$ cat src/hdl/assert_macros.svh
// ----------------------------------------------------------------------------
// Assertion macros shared by the IR transmitter modules.
// Every use assumes a clock named clk_i and an active-low reset named rst_ni.
// ----------------------------------------------------------------------------
`ifndef ASSERT_MACROS_SVH
`define ASSERT_MACROS_SVH

// Property checked on every rising edge outside reset.
`define IRTX_ASSERT(name, prop, msg) \
  name: assert property (@(posedge clk_i) disable iff (!rst_ni) (prop)) \
    else $error(msg);

// Condition that must never hold outside reset.
`define IRTX_NEVER(name, cond, msg) \
  name: assert property (@(posedge clk_i) disable iff (!rst_ni) !(cond)) \
    else $error(msg);

`endif

$ cat src/hdl/irtx_pkg.sv
// ----------------------------------------------------------------------------
// irtx_pkg
// Types, codes and constants of the pulse-width IR frame transmitter.
// ----------------------------------------------------------------------------
`default_nettype none

package irtx_pkg;

  localparam int FRAME_BITS     = 6;
  localparam int TICK_WIDTH_DEF = 16;
  localparam int ADDR_W         = 2;
  localparam int CMD_W          = 4;
  localparam int UNIT_W         = 16;
  localparam int CFG_IDX_W      = 1;
  localparam int CFG_DATA_W     = 16;
  localparam int UNITS_W        = 3;
  localparam int BITS_W         = 3;

  // Configuration register indexes
  localparam logic [CFG_IDX_W-1:0] REG_DEVICE_ADDRESS = 1'b0;
  localparam logic [CFG_IDX_W-1:0] REG_UNIT_TICKS     = 1'b1;

  localparam logic [UNIT_W-1:0] UNIT_TICKS_RST = 16'd40;

  // Segment lengths in timing units
  localparam logic [UNITS_W-1:0] START_MARK_UNITS  = 3'd4;
  localparam logic [UNITS_W-1:0] START_SPACE_UNITS = 3'd2;
  localparam logic [UNITS_W-1:0] ONE_MARK_UNITS    = 3'd2;
  localparam logic [UNITS_W-1:0] ZERO_MARK_UNITS   = 3'd1;
  localparam logic [UNITS_W-1:0] BIT_SPACE_UNITS   = 3'd1;

  localparam logic [BITS_W-1:0] FRAME_BITS_INIT = BITS_W'(FRAME_BITS);

  typedef enum logic [2:0] {
    PH_IDLE        = 3'd0,
    PH_START_MARK  = 3'd1,
    PH_START_SPACE = 3'd2,
    PH_BIT_MARK    = 3'd3,
    PH_BIT_SPACE   = 3'd4
  } phase_e;

  typedef enum logic {
    MODE_TICK = 1'b0,
    MODE_SEND = 1'b1
  } mode_e;

  typedef struct packed {
    logic ir_level;
    logic busy_res;
    logic frame_done;
    logic rejected;
  } result_t;

endpackage

`default_nettype wire

$ cat src/hdl/irtx_core.sv
// ----------------------------------------------------------------------------
// irtx_core
// Frame state, configuration registers and the single-pass next-state logic.
// ----------------------------------------------------------------------------
`default_nettype none

`include "assert_macros.svh"

module irtx_core #(
  parameter int TICK_WIDTH = irtx_pkg::TICK_WIDTH_DEF
) (
  input  wire logic                            clk_i,
  input  wire logic                            rst_ni,
  input  wire logic                            cfg_we_i,
  input  wire logic [irtx_pkg::CFG_IDX_W-1:0]  cfg_addr_i,
  input  wire logic [irtx_pkg::CFG_DATA_W-1:0] cfg_wdata_i,
  input  wire logic                            accept_i,
  input  wire logic                            mode_i,
  input  wire logic [irtx_pkg::CMD_W-1:0]      command_i,
  output irtx_pkg::result_t                    result_o
);
  import irtx_pkg::*;

  logic [ADDR_W-1:0]     dev_addr_q;
  logic [UNIT_W-1:0]     unit_ticks_q;

  logic [FRAME_BITS-1:0] shift_q, shift_d, shift_nxt;
  logic [BITS_W-1:0]     bits_q, bits_d, bits_dec;
  phase_e                phase_q, phase_d;
  logic [UNITS_W-1:0]    units_q, units_d, units_dec;
  logic [TICK_WIDTH-1:0] tick_q, tick_d, tick_inc, unit_cmp;
  logic                  carrier_q, carrier_d;
  logic                  busy, is_mark;
  result_t               res;

  // unit_ticks of zero wraps to a full 2^TICK_WIDTH-tick unit
  assign unit_cmp  = TICK_WIDTH'(unit_ticks_q);
  assign tick_inc  = tick_q + TICK_WIDTH'(1);
  assign units_dec = units_q - UNITS_W'(1);
  assign bits_dec  = bits_q - BITS_W'(1);
  assign shift_nxt = {shift_q[FRAME_BITS-2:0], 1'b0};

  always_ff @(posedge clk_i or negedge rst_ni) begin
    if (!rst_ni) begin
      dev_addr_q   <= '0;
      unit_ticks_q <= UNIT_TICKS_RST;
    end else if (cfg_we_i) begin
      if (cfg_addr_i == REG_DEVICE_ADDRESS) begin
        dev_addr_q <= cfg_wdata_i[ADDR_W-1:0];
      end
      if (cfg_addr_i == REG_UNIT_TICKS) begin
        unit_ticks_q <= cfg_wdata_i[UNIT_W-1:0];
      end
    end
  end

  always_comb begin
    shift_d   = shift_q;
    bits_d    = bits_q;
    phase_d   = phase_q;
    units_d   = units_q;
    tick_d    = tick_q;
    carrier_d = carrier_q;
    res       = '0;
    busy      = (phase_q != PH_IDLE);
    is_mark   = (phase_q == PH_START_MARK) || (phase_q == PH_BIT_MARK);

    if (mode_i == MODE_SEND) begin
      if (busy) begin
        res.rejected = 1'b1;
        res.ir_level = carrier_q;
      end else begin
        shift_d   = {dev_addr_q, command_i};
        bits_d    = FRAME_BITS_INIT;
        phase_d   = PH_START_MARK;
        units_d   = START_MARK_UNITS;
        tick_d    = '0;
        carrier_d = 1'b0;
      end
    end else if (busy) begin
      carrier_d    = is_mark ? ~carrier_q : 1'b0;
      res.ir_level = carrier_d;
      if (tick_inc == unit_cmp) begin
        tick_d  = '0;
        units_d = units_dec;
        if (units_dec == '0) begin
          unique case (phase_q)
            PH_START_MARK: begin
              phase_d   = PH_START_SPACE;
              units_d   = START_SPACE_UNITS;
              carrier_d = 1'b0;
            end
            PH_START_SPACE: begin
              phase_d   = PH_BIT_MARK;
              units_d   = shift_q[FRAME_BITS-1] ? ONE_MARK_UNITS : ZERO_MARK_UNITS;
              carrier_d = 1'b0;
            end
            PH_BIT_MARK: begin
              phase_d   = PH_BIT_SPACE;
              units_d   = BIT_SPACE_UNITS;
              carrier_d = 1'b0;
            end
            default: begin
              // end of a bit space: next bit or end of frame
              shift_d   = shift_nxt;
              bits_d    = bits_dec;
              carrier_d = 1'b0;
              if (bits_dec == '0) begin
                phase_d        = PH_IDLE;
                res.frame_done = 1'b1;
              end else begin
                phase_d = PH_BIT_MARK;
                units_d = shift_nxt[FRAME_BITS-1] ? ONE_MARK_UNITS : ZERO_MARK_UNITS;
              end
            end
          endcase
        end
      end else begin
        tick_d = tick_inc;
      end
    end

    res.busy_res = (phase_d != PH_IDLE);
  end

  always_ff @(posedge clk_i or negedge rst_ni) begin
    if (!rst_ni) begin
      shift_q   <= '0;
      bits_q    <= '0;
      phase_q   <= PH_IDLE;
      units_q   <= '0;
      tick_q    <= '0;
      carrier_q <= 1'b0;
    end else if (accept_i) begin
      shift_q   <= shift_d;
      bits_q    <= bits_d;
      phase_q   <= phase_d;
      units_q   <= units_d;
      tick_q    <= tick_d;
      carrier_q <= carrier_d;
    end
  end

  assign result_o = res;

  `IRTX_ASSERT(a_reject_only_busy,
    (accept_i && res.rejected) |-> (mode_i == MODE_SEND && phase_q != PH_IDLE),
    "reject outside a busy send")
  `IRTX_ASSERT(a_done_from_space,
    (accept_i && res.frame_done) |-> (phase_q == PH_BIT_SPACE && bits_q == BITS_W'(1)),
    "frame end not from the last bit space")
  `IRTX_ASSERT(a_done_goes_idle,
    (accept_i && res.frame_done) |=> (phase_q == PH_IDLE),
    "still busy after frame end")
  `IRTX_NEVER(a_idle_carrier_low,
    (phase_q == PH_IDLE) && carrier_q,
    "carrier high while idle")

endmodule

`default_nettype wire

$ cat src/hdl/irtx_skid.sv
// ----------------------------------------------------------------------------
// irtx_skid
// Two-entry result buffer; registered upstream ready.
// ----------------------------------------------------------------------------
`default_nettype none

`include "assert_macros.svh"

module irtx_skid (
  input  wire logic              clk_i,
  input  wire logic              rst_ni,
  input  wire logic              in_valid_i,
  output logic                   in_ready_o,
  input  wire irtx_pkg::result_t in_data_i,
  output logic                   out_valid_o,
  input  wire logic              out_ready_i,
  output irtx_pkg::result_t      out_data_o
);
  import irtx_pkg::*;

  logic    main_valid_q, skid_valid_q;
  result_t main_q, skid_q;
  logic    accept;

  assign in_ready_o = !skid_valid_q;
  assign accept     = in_valid_i && in_ready_o;

  always_ff @(posedge clk_i or negedge rst_ni) begin
    if (!rst_ni) begin
      main_valid_q <= 1'b0;
      skid_valid_q <= 1'b0;
    end else if (out_ready_i || !main_valid_q) begin
      if (skid_valid_q) begin
        main_valid_q <= 1'b1;
        skid_valid_q <= 1'b0;
      end else begin
        main_valid_q <= accept;
      end
    end else if (accept) begin
      skid_valid_q <= 1'b1;
    end
  end

  always_ff @(posedge clk_i) begin
    if (out_ready_i || !main_valid_q) begin
      main_q <= skid_valid_q ? skid_q : in_data_i;
    end else if (accept) begin
      skid_q <= in_data_i;
    end
  end

  assign out_valid_o = main_valid_q;
  assign out_data_o  = main_q;

  `IRTX_NEVER(a_skid_implies_main,
    skid_valid_q && !main_valid_q,
    "skid entry without main entry")
  `IRTX_ASSERT(a_skid_drains,
    (skid_valid_q && out_ready_i) |=> (main_valid_q && !skid_valid_q),
    "skid entry not moved on drain")
  `IRTX_ASSERT(a_skid_fill_on_stall,
    $rose(skid_valid_q) |-> $past(main_valid_q && !out_ready_i),
    "skid filled without a stall")

endmodule

`default_nettype wire

$ cat src/hdl/ir_pulse_width_frame_transmitter.sv
// Each result is registered in the output buffer (main or skid entry) before it appears on the master side.
// Throughput: one item per clock cycle while s_axis_tready is high; next-state logic is a single pass per item.
// A two-entry output buffer keeps the slave side open while one result waits.
// Reset (rst_ni low, asynchronous): idle, counters cleared, address 0, unit length 40.
// ----------------------------------------------------------------------------
// ir_pulse_width_frame_transmitter
// Pulse-width IR remote transmitter: start bit and six frame bits per send.
// ----------------------------------------------------------------------------
`default_nettype none

module ir_pulse_width_frame_transmitter #(
  parameter int TICK_WIDTH = irtx_pkg::TICK_WIDTH_DEF
) (
  input  wire logic                            clk_i,
  input  wire logic                            rst_ni,
  input  wire logic                            cfg_we_i,
  input  wire logic [irtx_pkg::CFG_IDX_W-1:0]  cfg_addr_i,
  input  wire logic [irtx_pkg::CFG_DATA_W-1:0] cfg_wdata_i,
  input  wire logic                            s_axis_tvalid,
  output logic                                 s_axis_tready,
  input  wire logic [7:0]                      s_axis_tdata,  // [3:0] command
  input  wire logic                            s_axis_tuser,  // [0] mode
  output logic                                 m_axis_tvalid,
  input  wire logic                            m_axis_tready,
  output logic [7:0]                           m_axis_tdata,  // [0] ir_level [1] busy_res [2] rejected
  output logic                                 m_axis_tlast   // frame_done
);
  import irtx_pkg::*;

  result_t core_res, out_res;
  logic    in_accept;

  assign in_accept = s_axis_tvalid && s_axis_tready;

  irtx_core #(
    .TICK_WIDTH(TICK_WIDTH)
  ) u_core (
    .clk_i      (clk_i),
    .rst_ni     (rst_ni),
    .cfg_we_i   (cfg_we_i),
    .cfg_addr_i (cfg_addr_i),
    .cfg_wdata_i(cfg_wdata_i),
    .accept_i   (in_accept),
    .mode_i     (s_axis_tuser),
    .command_i  (s_axis_tdata[CMD_W-1:0]),
    .result_o   (core_res)
  );

  irtx_skid u_skid (
    .clk_i      (clk_i),
    .rst_ni     (rst_ni),
    .in_valid_i (s_axis_tvalid),
    .in_ready_o (s_axis_tready),
    .in_data_i  (core_res),
    .out_valid_o(m_axis_tvalid),
    .out_ready_i(m_axis_tready),
    .out_data_o (out_res)
  );

  assign m_axis_tdata = {5'b0, out_res.rejected, out_res.busy_res, out_res.ir_level};
  assign m_axis_tlast = out_res.frame_done;

endmodule

`default_nettype wire
$ cat config.mk
export PLATFORM = sky130hd
export DESIGN_NAME = ir_pulse_width_frame_transmitter
export DESIGN_NICKNAME = d
export VERILOG_FILES = /design/src/hdl/irtx_pkg.sv /design/src/hdl/irtx_core.sv /design/src/hdl/irtx_skid.sv /design/src/hdl/ir_pulse_width_frame_transmitter.sv
export VERILOG_INCLUDE_DIRS = /design/src /design/src/hdl
export SDC_FILE = /design/constraint.sdc
export NUM_CORES = 1
export LEC_CHECK = 0
export BUFFER_PORTS_ARGS = -buffer_cell sky130_fd_sc_hd__buf_4
export CAP_MARGIN = 5
export CORE_MARGIN = 2
export CORE_UTILIZATION = 52
export DETAILED_ROUTE_END_ITERATION = 12
export PLACE_DENSITY = 0.76
export REMOVE_ABC_BUFFERS = 1
export SYNTH_ARGS = -nofsm -noshare
export SYNTH_HDL_FRONTEND = slang
export SYNTH_HIERARCHICAL = 1
export SYNTH_SLANG_ARGS = --single-unit
$ cat constraint.sdc
create_clock -name clk_i -period 6.2 [get_ports clk_i]
set_clock_uncertainty 0.05 [all_clocks]
set_input_delay 1.24 -clock clk_i [delete_from_list [all_inputs] [get_ports clk_i]]
set_output_delay 1.24 -clock clk_i [all_outputs]
set_load 0.05 [all_outputs]
Word level (Yosys, flattened, before mapping)
Index checks and enable logic that the tools add are counted.
{"block": "classes", "addsub": 3, "mul": 0, "div_mod_pow": 0, "n_lt_le_gt_ge": 0, "n_eq_ne": 6, "shift": 0, "n_mux": 52, "n_bitwise": 3, "n_reduce_logical": 21}
{"cell": "2-to-1 mux 16 bit", "n": 4}
{"cell": "2-to-1 mux 3 bit", "n": 17}
{"cell": "2-to-1 mux 6 bit", "n": 6}
{"cell": "2-to-1 mux 1 bit", "n": 19}
{"cell": "one-hot mux 3 bit (3 select lines)", "n": 2}
{"cell": "adder 16 x 1 -> 16 bit (second input constant)", "n": 1}
{"cell": "== test 16 bit", "n": 1}
{"cell": "AND reduction 2 bit", "n": 4}
{"cell": "nonzero test 2 bit", "n": 4}
{"cell": "== test 3 x 2 -> 1 bit (second input constant)", "n": 2}
{"cell": "zero test 3 bit", "n": 2}
{"cell": "2-to-1 mux 2 bit", "n": 3}
{"cell": "AND reduction 6 bit", "n": 1}
{"cell": "nonzero test 3 bit", "n": 2}
{"cell": "subtractor 3 x 1 -> 3 bit (second input constant)", "n": 2}
{"cell": "2-to-1 mux 4 bit", "n": 1}
{"cell": "AND reduction 4 bit", "n": 1}
{"cell": "== test 3 x 1 -> 1 bit (second input constant)", "n": 1}
{"cell": "inverter 1 bit", "n": 3}
{"cell": "AND reduction 3 bit", "n": 1}
{"cell": "OR reduction 3 bit", "n": 1}
{"cell": "zero test 1 bit", "n": 2}
{"cell": "logical OR 1 bit", "n": 2}
{"cell": "!= test 2 x 1 -> 1 bit (second input constant)", "n": 1}
{"cell": "2 further kinds", "n": 2}
{"block": "word_totals", "ff_bits": 60, "latch_bits": 0, "mem_bits_rw": 0, "mem_bits_ro": 0, "in_bits": 31, "output_inout_bits": 11, "elab_cells": 103, "n_memories": 0}

Logic depth before layout (Yosys ltp)
{"block": "depth", "ltp_word": 10, "ltp_mapped": 10, "mapped_depth_nobuf": 9}

Modules after synthesis
The synthesis kept the hierarchy.
{"mod": "irtx_core", "instances": 1, "cells_each": 354, "area_each_um2": 3289.4, "seq_area_each_um2": 1253.7}
{"mod": "irtx_skid", "instances": 1, "cells_each": 21, "area_each_um2": 397.9, "seq_area_each_um2": 290.3}
{"mod": "ir_pulse_width_frame_transmitter", "instances": 1, "cells_each": 7, "area_each_um2": 47.5, "seq_area_each_um2": 0.0}

Least setup slack after synthesis
No wires, ideal clock.
{"block": "synth_timing", "path_type": "input to register", "startpoint": "input port s_axis_tuser", "endpoint": "register u_core.shift_q[3]", "setup_ns": 0.124, "arrival_ns": 3.117, "t_required_ns": 6.026, "setup_slack_ns": 2.909, "cell_stages": 9, "path_buffers": 3, "path_cell_list": "clkbuf_1 -> clkinv_1 -> clkbuf_1 -> ha_1 -> or2_2 -> clkbuf_1 -> nand2_1 -> nand2_1 -> a211o_1"}
{"block": "synth_between", "elab_chain_cells": 2, "word_cells_on_any_way": 7, "classes_between": "eq/ne: 2; mux: 1; reduce/logical: 4"}
{"item": "start: declaration", "line": "ir_pulse_width_frame_transmitter.sv:22", "rtl": "input wire logic s_axis_tuser,"}
{"item": "!= test 2 x 1 -> 1 bit (no source line) (tied with other cells)"}
{"item": "AND reduction 6 bit (no source line)"}
{"item": "end signal: assignment", "line": "irtx_core.sv:135", "rtl": "shift_q <= shift_d;"}
{"item": "end: declaration", "line": "irtx_core.sv:27", "rtl": "logic [FRAME_BITS-1:0] shift_q, shift_d, shift_nxt;"}
Several ways; a longest one is shown, not always the timed one.
A chain may end at the register's enable or synchronous reset.

Worst setup path after layout
{"block": "layout_timing", "startpoint": "register u_core.tick_q[0]", "endpoint": "register u_core.tick_q[14]"}
{"block": "layout_between", "elab_chain_cells": 5}
{"item": "start: declaration", "line": "irtx_core.sv:31", "rtl": "logic [TICK_WIDTH-1:0] tick_q, tick_d, tick_inc, unit_cmp;"}
{"item": "start signal: assignment", "line": "irtx_core.sv:139", "rtl": "tick_q <= tick_d;"}
{"item": "adder 16 x 1 -> 16 bit *", "line": "irtx_core.sv:38", "rtl": "assign tick_inc = tick_q + TICK_WIDTH'(1);"}
{"item": "== test 16 bit", "line": "irtx_core.sv:83", "rtl": "if (tick_inc == unit_cmp) begin"}
{"item": "2-to-1 mux 16 bit *", "line": "irtx_core.sv:83"}
{"item": "2-to-1 mux 16 bit *", "line": "irtx_core.sv:80", "rtl": "end else if (busy) begin"}
{"item": "2-to-1 mux 16 bit *", "line": "irtx_core.sv:68", "rtl": "if (mode_i == MODE_SEND) begin"}
Every way passes the cells marked *; elsewhere a longest branch is shown, timed or not. The select of a mux whose other input is x is not followed.

==> run metrics <==
status completed; drt drc 0; Total Routed Length 7580 microns; die area 7880 sq um; Synth Register Bits 60; Final Critical Period between 3 and 4 ns; Synth Flop Type dfrtp_1; top-count cell post-synth dfrtp_1; fmax between 200 and 300 MHz; synth top area cells dfrtp_1 (34%), edfxtp_1 (6.4%), mux2_2 (5.7%); Slew @ Worst Pin 1.10 ns; CTS Buf Count 9; Die H 88.8 microns; crit-path max cell delay ~0.90 ns; vias per cell 5.81; Avg Inst Size Synth approximately 9.8 sq um; synthesis-to-layout area growth 10.5%; DRT iter0 DRCs 255; Setup crit end kind flop; Max VDD drop approximately 180 uV; Placeable Area 6870 sq um; post-synth top area cell dfrtp_1; Hold Crit Class flop to flop; Syn Std Cell Area about 3700 sq um; post-synthesis cell count between 300 and 400; CTS root buffer clkbuf_8; pwr/cell area 294 nW/um^2; detailed-route via count 2922; reg2reg end u_core/tick_q[14]; Final Hold Viols 0; row count 30; Post-synth top cells dfrtp_1 (50), nand2_1 (37), nor2_1 (33), nand3_1 (22), mux2_2 (19); H-tree levels 3; final RePlAce weighted congestion 0.917; Lkg Pwr 1.69 nW; crit path max-delay cell type a31oi_1; wire per inst about 15 microns; Slew Limit Fails 0; clk sink count 60; top cell type's share of synthesized area 33.5%; kind of critical path flop to flop; top-level I/O count 42; clock slew at reported path FFs 0.07 ns; number of global-route vias before repair 2767; CP required 6.39 ns; Ys Warns 6; Reg2Reg Depth 8; Hold Crit Depth 1; r2r startpoint u_core/tick_q[0]; critical path arrival 3.89 ns; HPWL Detailed 5330 microns; Hold WS 0.456 ns; R2R Setup Slk 2.49 ns; Resize count post-CTS 0; layout cells sized above 1 21.6%; overall power 0.00121 W; RSZ-0062 raised after global routing no; Storage cell area 1540 sq um; Chip Width 88.8 microns; final setup violation count 0; first-pass GRT wire length 12900 microns; crit path launch type flop; maximum fanout along the worst path 11; Layout fillers 595; Finished Core Util between 60 and 70%; ys async rst share 86.7%; register area share after synthesis 41.3%; CP Cell Sequence ha_1 -> and3_1 -> nand3_2 -> mux2i_1 -> nor4_4 -> a31oi_1 -> nand2_1 -> o311ai_1; GRT Overall Usage 21.4%; Initial Utilization 54.4%; hold_buf cts 0; setup_tns 0 ns; initial antenna violation count 0; maximum clock insertion buffer count 2; Port-buffer cells 32; layout net count 440; largest net degree at the start of global routing 53; # diodes 0; slew margin rel. between 20% and 30%; Clock Latency Late Sink 0.35 ns; Final period util between 50% and 60%; Max-Cap Viols 0; Post-CTS Setup Inserts 0; drt pass-1 iters 4; area of the multi-input gates 2000 sq um; Netlist cell types roughly 70; GR Overflow Total 0; CTS tree yes; number of flops mapped to enable cells by yosys 8; Worst Hold End u_core/shift_q[4]; HP Start u_core/dev_addr_q[0]; antenna viol nets, final 0
[area by class of cell]
type / count / area share, %
clock buffers: 11 / 3.43
clock inverters: 5 / 0.667
inverters: 14 / 1.27
multi-input cells: 285 / 48.5
well taps: 96 / 2.91
flip-flops and latches: 60 / 37.4
repair buffers: 32 / 5.82
[sequential cells by signal (all words and copies together) (netlist names)]
signal and cells:
u_core/carrier_q 1, u_skid/out_valid_o 1, u_core/tick_q 16, u_core/bits_q 3, u_skid/skid_q 4, u_core/unit_cmp 16, u_skid/skid_valid_q 1, u_core/shift_q 6
u_core/phase_q 3, u_skid/out_data_o 4, u_core/dev_addr_q 2, u_core/units_q 3
[per-stage QoR]
| step | cell area [sq um] | cells | setup slack, ns |
|---|---|---|---|
| after floorplan | 3600 | 359 | 3.34 |
| after global placement | 3960 | 487 | 2.62 |
| after detailed placement | 3960 | 487 | 2.57 |
| after CTS | 4130 | 503 | 2.54 |
| after global routing | 4130 | 503 | 2.30 |
| final | 4130 | 503 | 2.49 |
[power by group]
group | total, W | leakage, nW | internal (W) | switching [W]
Sequential | 0.000541 | 0.715 | 0.000471 | 0.0000706
Clock | 0.000305 | 0.0905 | 0.000153 | 0.000152
Combinational | 0.000365 | 0.889 | 0.000155 | 0.000210
Total | 0.00121 | 1.69 | 0.000778 | 0.000433
[placed cells by master (no fill, tap or decap), types with 3 or more instances in the layout]
cell type / instances
o211ai_1: 3
a221o_1: 5
and3_1: 3
nor2_1: 33
nor3_1: 6
o22ai_1: 5
buf_4: 32
o21ai_0: 13
edfxtp_1: 8
mux2_4: 4
nand2_1: 37
nor4_1: 4
nand4_1: 14
mux2i_1: 7
nand2b_1: 6
clkbuf_8: 10
conb_1: 5
nand3_1: 22
inv_1: 13
xor2_1: 7
xnor2_1: 15
ha_1: 7
a21oi_1: 11
or2_2: 3
clkinv_2: 3
mux2_2: 19
o311ai_1: 5
a211oi_1: 3
dfrtp_1: 50
nor2b_1: 4
[worst max-delay path: cells and delay by family (launching register included)]
kind / cells / cell delay (ns)
flip-flops: 1 / 0.46
multiplexers: 1 / 0.33
AO/OA/AOI/OAI: 2 / 1.29
adder cells (fa/ha/maj): 1 / 0.30
AND/OR/NAND/NOR: 4 / 1.16
[per-layer routing]
layer	up-vias	track usage [%]	part of all wire, %
met2	84	32.2	47
li1	1418	-	-
met5	-	0	0
met1	1415	29.4	47
met3	5	5.50	5.6
met4	0	8.68	0.98
[worst max path at each step]
stage                        endpoint             start  depth (start not counted)  slack [ns]
global placement    u_core/tick_q[14]  u_core/tick_q[0]                          8        2.62
floorplan           u_core/tick_q[15]      s_axis_tuser                          5        3.34
CTS                 u_core/tick_q[14]  u_core/tick_q[0]                          8        2.54
detailed placement  u_core/tick_q[14]  u_core/tick_q[0]                          8        2.57
global route        u_core/tick_q[14]  u_core/tick_q[0]                          8        2.30
finish              u_core/tick_q[14]  u_core/tick_q[0]                          8        2.49
[cell families (layout without fill, tap and decap cells)]
| family | Yosys count | in the layout | synth area share (%) |
|---|---|---|---|
| xor gates and xnor gates | 23 | 23 | 5.80 |
| buffers and inverters | 41 | 62 | 5.53 |
| DFF | 60 | 60 | 41.3 |
| AOI/OAI and AO/OA | 66 | 66 | 12.6 |
| other | 1 | 5 | 0.100 |
| adders and majority gates | 7 | 7 | 2.34 |
| muxes | 30 | 30 | 9.21 |
| and+or+nand+nor | 154 | 154 | 23.1 |
Power figures use the tool's default switching activity.
